==> src/rtl/ecmp_pkg.sv <==
package ecmp_pkg;

  localparam int unsigned ROUTE_ENTRIES_DEF = 256;
  localparam int unsigned MAX_HOPS_DEF      = 16;
  localparam int unsigned PORT_COUNT_DEF    = 64;

  localparam int unsigned PORT_W = 6;

  localparam logic [1:0] ACT_LOOKUP = 2'd0;
  localparam logic [1:0] ACT_ADD    = 2'd1;
  localparam logic [1:0] ACT_CLEAR  = 2'd2;
  localparam logic [1:0] ACT_RSVD   = 2'd3;

  localparam logic [1:0] ST_OK         = 2'd0;
  localparam logic [1:0] ST_NO_ROUTE   = 2'd1;
  localparam logic [1:0] ST_TABLE_FULL = 2'd2;
  localparam logic [1:0] ST_LIST_FULL  = 2'd3;

  localparam logic [7:0] PROTO_TCP  = 8'h06;
  localparam logic [7:0] PROTO_UDP  = 8'h11;
  localparam logic [7:0] PROTO_EXP0 = 8'hFC;
  localparam logic [7:0] PROTO_EXP1 = 8'hFD;

  localparam logic [31:0] MM_C1 = 32'hcc9e2d51;
  localparam logic [31:0] MM_C2 = 32'h1b873593;
  localparam logic [31:0] MM_E  = 32'he6546b64;
  localparam logic [31:0] MM_F1 = 32'h85ebca6b;
  localparam logic [31:0] MM_F2 = 32'hc2b2ae35;
  localparam logic [31:0] MM_LEN = 32'd12;

  // register index, taken from paddr[2]
  localparam logic [0:0] REG_HASH_SEED = 1'd0;

  function automatic logic [31:0] rotl32(logic [31:0] x, int unsigned r);
    rotl32 = (x << r) | (x >> (32 - r));
  endfunction

endpackage

==> src/rtl/ecmp_mod.sv <==
module ecmp_mod import ecmp_pkg::*; #(
  parameter int unsigned CNT_W = 5,
  parameter int unsigned IDX_W = 4
) (
  input  logic             clk_i,
  input  logic             rst_ni,
  input  logic             start_i,
  input  logic [31:0]      value_i,
  input  logic [CNT_W-1:0] divisor_i,
  output logic             done_o,
  output logic [IDX_W-1:0] rem_o
);

  logic             busy_q, done_q;
  logic [4:0]       step_q;
  logic [31:0]      val_q;
  logic [CNT_W-1:0] div_q, rem_q, rem_d;
  logic [CNT_W:0]   t;

  // one quotient bit per cycle, most significant first
  always_comb begin
    t = {rem_q, val_q[31]};
    if (t >= {1'b0, div_q}) begin
      t = t - {1'b0, div_q};
    end
    rem_d = t[CNT_W-1:0];
  end

  always_ff @(posedge clk_i or negedge rst_ni) begin
    if (!rst_ni) begin
      busy_q <= 1'b0;
      done_q <= 1'b0;
      step_q <= '0;
    end else if (start_i) begin
      busy_q <= 1'b1;
      done_q <= 1'b0;
      step_q <= '0;
    end else if (busy_q) begin
      step_q <= step_q + 5'd1;
      if (step_q == 5'd31) begin
        busy_q <= 1'b0;
        done_q <= 1'b1;
      end
    end
  end

  always_ff @(posedge clk_i) begin
    if (start_i) begin
      val_q <= value_i;
      div_q <= divisor_i;
      rem_q <= '0;
    end else if (busy_q) begin
      val_q <= {val_q[30:0], 1'b0};
      rem_q <= rem_d;
    end
  end

  assign done_o = done_q;
  assign rem_o  = rem_q[IDX_W-1:0];

endmodule

==> config.mk <==
export PLATFORM = sky130hd
export DESIGN_NAME = ecmp_mod
export DESIGN_NICKNAME = d
export VERILOG_FILES = /design/src/rtl/ecmp_pkg.sv /design/src/rtl/ecmp_mod.sv
export SDC_FILE = /design/constraint.sdc
export NUM_CORES = 1
export LEC_CHECK = 0
export BUFFER_PORTS_ARGS = -buffer_cell sky130_fd_sc_hd__buf_2
export CELL_PAD_IN_SITES_DETAIL_PLACEMENT = 1
export CELL_PAD_IN_SITES_GLOBAL_PLACEMENT = 2
export CORE_AREA = 2 2 79 81
export CTS_CLUSTER_DIAMETER = 50
export DETAILED_ROUTE_END_ITERATION = 12
export DIE_AREA = 0 0 81 83
export PLACE_DENSITY_LB_ADDON = 0.1
export SKIP_CTS_REPAIR_TIMING = 1
export SYNTH_ARGS = -nofsm -noshare
export SYNTH_HDL_FRONTEND = slang
export SYNTH_SLANG_ARGS = --single-unit
==> constraint.sdc <==
create_clock -name clk_i -period 5.5 [get_ports clk_i]
set_input_delay 0.275 -clock clk_i [delete_from_list [all_inputs] [get_ports clk_i]]
set_output_delay 0.275 -clock clk_i [all_outputs]
set_load 0.01 [all_outputs]
==> results by group <==
Status
  – Status: complete, no violations

Logic synthesis
  – Synthesis Warnings: 0
  – Syn Std Cell Area: ~0.0023 mm^2
  – Most common cell in the netlist: edfxtp_1
  – Simple-gate area share of the yosys netlist: 0.0527
  – Most common flop cell mapped by yosys: edfxtp_1
  – Synth Area per Inst: 14.6 um^2
  – FFs w/ async S/R, synth: 0.143
  – Mapped Cells: 156
  – Synth top area share: 0.487
  – Post-Syn Nets: 204
  – Post-synthesis mux area share: 0.173
  – Count of state elements after synthesis: just under 50
  – Register area share after synthesis: 0.608
  – Dominant cells by area after synthesis: edfxtp_1 (49%), mux2_2 (15%), dfrtp_1 (7.7%), dfxtp_1 (4.4%), ha_1 (3.8%)
  – Cell taking the most area after synthesis: edfxtp_1
  – Post-synthesis compound-gate area fraction: 0.0560
  – Post-synth top cells: edfxtp_1 (37), mux2_2 (31), nor2_1 (10)
  – XOR/XNOR Fraction of Synth Area: 0.0231
  – Cell variety after synth: 31
  – Main combinational cell family by area after synthesis: multiplexers
  – EDFF count, synth: 37
  – Synth Area in Adders: 0.0472

GRT
  – Largest net degree at the start of global routing: ~50
  – Vias in the first global route: 1451
  – Initial antenna violation count: 0
  – All-Layer GR Usage: 0.132
  – GRT overflow: 0
  – First-pass GRT wire length: 6790 um

Layout
  – Layout cell share with drive strength beyond 1: 0.432
  – # diodes: 0
  – Layout Utilization: 0.452
  – Area of the multi-input gates: 802 um^2
  – Fill cells: 636
  – Area growth syn-to-layout: 15.2%
  – Layout Cells excl Fill: ~270
  – Reg area: between 0.001 and 0.0015 mm^2
  – Post-layout nets: between 200 and 250

Power and ir drop
  – Leakage power: roughly 1.1 nW
  – PD cells: ~340 mW/mm^2
  – VDD IR max: about 0.14 mV

Floorplanning
  – Initial Utilization: 0.392
  – Area of the core: a little under 0.006 mm^2
  – Die Width: around 81 um
  – IO Count: 45
  – Die area: around 0.0067 mm^2
  – Core Rows: 28
  – Die Ht: between 80 and 90 um

Detailed routing
  – Routed len/inst: approximately 14 um
  – Pre-Repair DR Iteration Count: 4
  – Final WL: 3960 um
  – Drt drc: 0
  – ANT nets after route: 0
  – Vias/cell: between 4 and 5
  – Initial drt markers: 31
  – Via count: between 1000 and 1500

Clock network
  – CTS Sinks: approximately 50
  – CTS tree: built
  – Clk root buf: clkbuf_8
  – Clock transition at the registers of the reported paths: roughly 0.080 ns
  – CTS HTree Levels: 2
  – CTS Buffer Depth: 2
  – CTS buffer count: 5
  – Clk_lat worst skew: 0.29 ns

Setup path
  – Required time of the critical path: 5.41 ns
  – Crit path depth: 3
  – Slowest CP cell: inv_1
  – CP Launch Type: input port
  – Worst-path cell chain: buf_2 > nor2_1 > inv_1
  – FF-to-FF path depth: 8
  – Critical path class: in -> reg
  – Critical path peak fanout: 48
  – Delay-heaviest family, CP: buffers and inverters
  – Buf/Inv on CP: 2
  – Worst Path Arrival: 2.17 ns
  – Crit-path max cell delay: about 0.92 ns
  – Crit end category: flop

Worst hold path
  – Hold depth: 1
  – Worst hold path class: in -> reg

Placement
  – Routability cong.: 0.736
  – IO buf count: between 40 and 50
  – Post-DP HPWL: about 2800 um
  – Post-Place Cells: about 270

Timing
  – Layout Skew: between 0.005 and 0.006 ns
  – Worst slew pin tran: approximately 1.2 ns
  – RSZ-0062 raised after global routing: no
  – Final worst path period share: 0.411
  – Fin. max-slew vios: 0
  – Worst slew margin: 0.205
  – Clock period minus final worst setup slack: around 2.3 ns
  – Final setup violation count: 0
  – Final hold violation count: 0
  – Fin Setup TNS: 0 ns
  – F_max: between 400 and 500 MHz

Flow run
  – Max_cap viols: 0
[kinds of logic (layout without fill, tap and decap cells)]
| group | count (synthesis) | count (layout) |
|---|---|---|
| AOI/OAI and AO/OA | 13 | 13 |
| muxes | 35 | 35 |
| xor gates and xnor gates | 6 | 6 |
| adders and majority gates | 8 | 8 |
| DFF | 49 | 49 |
| buffers and inverters | 19 | 62 |
| and+or+nand+nor | 26 | 26 |
[flip-flops by register name (all words and copies together), names as in the netlist]
name	count
val_q	32
div_q	5
rem_q	5
step_q	5
busy_q	1
done_o	1
[path summary, 6_finish.rpt]
| path | slack, ns | start | endpoint |
|---|---|---|---|
| max reg2reg | 3.32 | val_q[31] | rem_q[0] |
| min | 0.16 | divisor_i[3] | div_q[3] |
| max | 3.24 | start_i | val_q[4] |
| min reg2reg | 0.50 | done_o | done_o |
| max in group asynchronous | 5.00 | rst_ni | step_q[0] |
| min in group asynchronous | 0.34 | rst_ni | step_q[3] |
[stage by stage]
step,worst slack (ns),cell area [um^2],power (W),hold slack [ns]
after floorplan,3.51,2280,0.000646,-0.0206
after global placement,3.02,2540,0.000688,0.109
after detailed placement,2.88,2540,0.000695,0.119
after CTS,3.21,2620,0.000898,-0.204
after global routing,3.02,2630,0.000939,0.146
final,3.24,2630,0.000882,0.156
[cell type report]
type	count	area share
sequential	49	0.528
multi-input combinational	88	0.305
timing repair buffer	45	0.0877
tap	75	0.0357
clock buffer	8	0.0305
inverter	9	0.0129
[power by group]
group / switching (W) / total, W / internal (W)
clock: 0.000108 / 0.000198 / 0.0000905
sequential: 0.0000250 / 0.000470 / 0.000445
combinational: 0.000106 / 0.000214 / 0.000108
[placed cells by master (no fill, tap or decap)]
cell           count
a21oi_1            3
clkbuf_1           3
dlygate4sd3_1      1
a211oi_2           2
o2bb2a_1           2
nand2_1            8
o21ai_0            2
nor2_1            10
xnor2_1            3
dfrtp_1            7
nor2b_1            1
mux2_2            31
a21oi_4            1
edfxtp_1          37
mux2i_1            3
xor2_1             3
mux2_4             1
nand3_2            1
nand4_1            1
nand3b_1           1
inv_1              9
and3_1             1
and2_1             1
o211ai_1           1
ha_1               7
fa_1               1
dfxtp_1            5
a21o_1             1
o221ai_4           1
clkbuf_8           5
nand3_1            2
buf_2             44
[routing by layer]
metal,vias up,GRT usage,share of wire
li1,645,-,-
met1,636,0.168,0.44
met2,29,0.212,0.50
met3,6,0.0370,0.048
met4,0,0.0462,0.012
met5,-,0,0
Note: power is estimated with default switching activity, not from simulation.
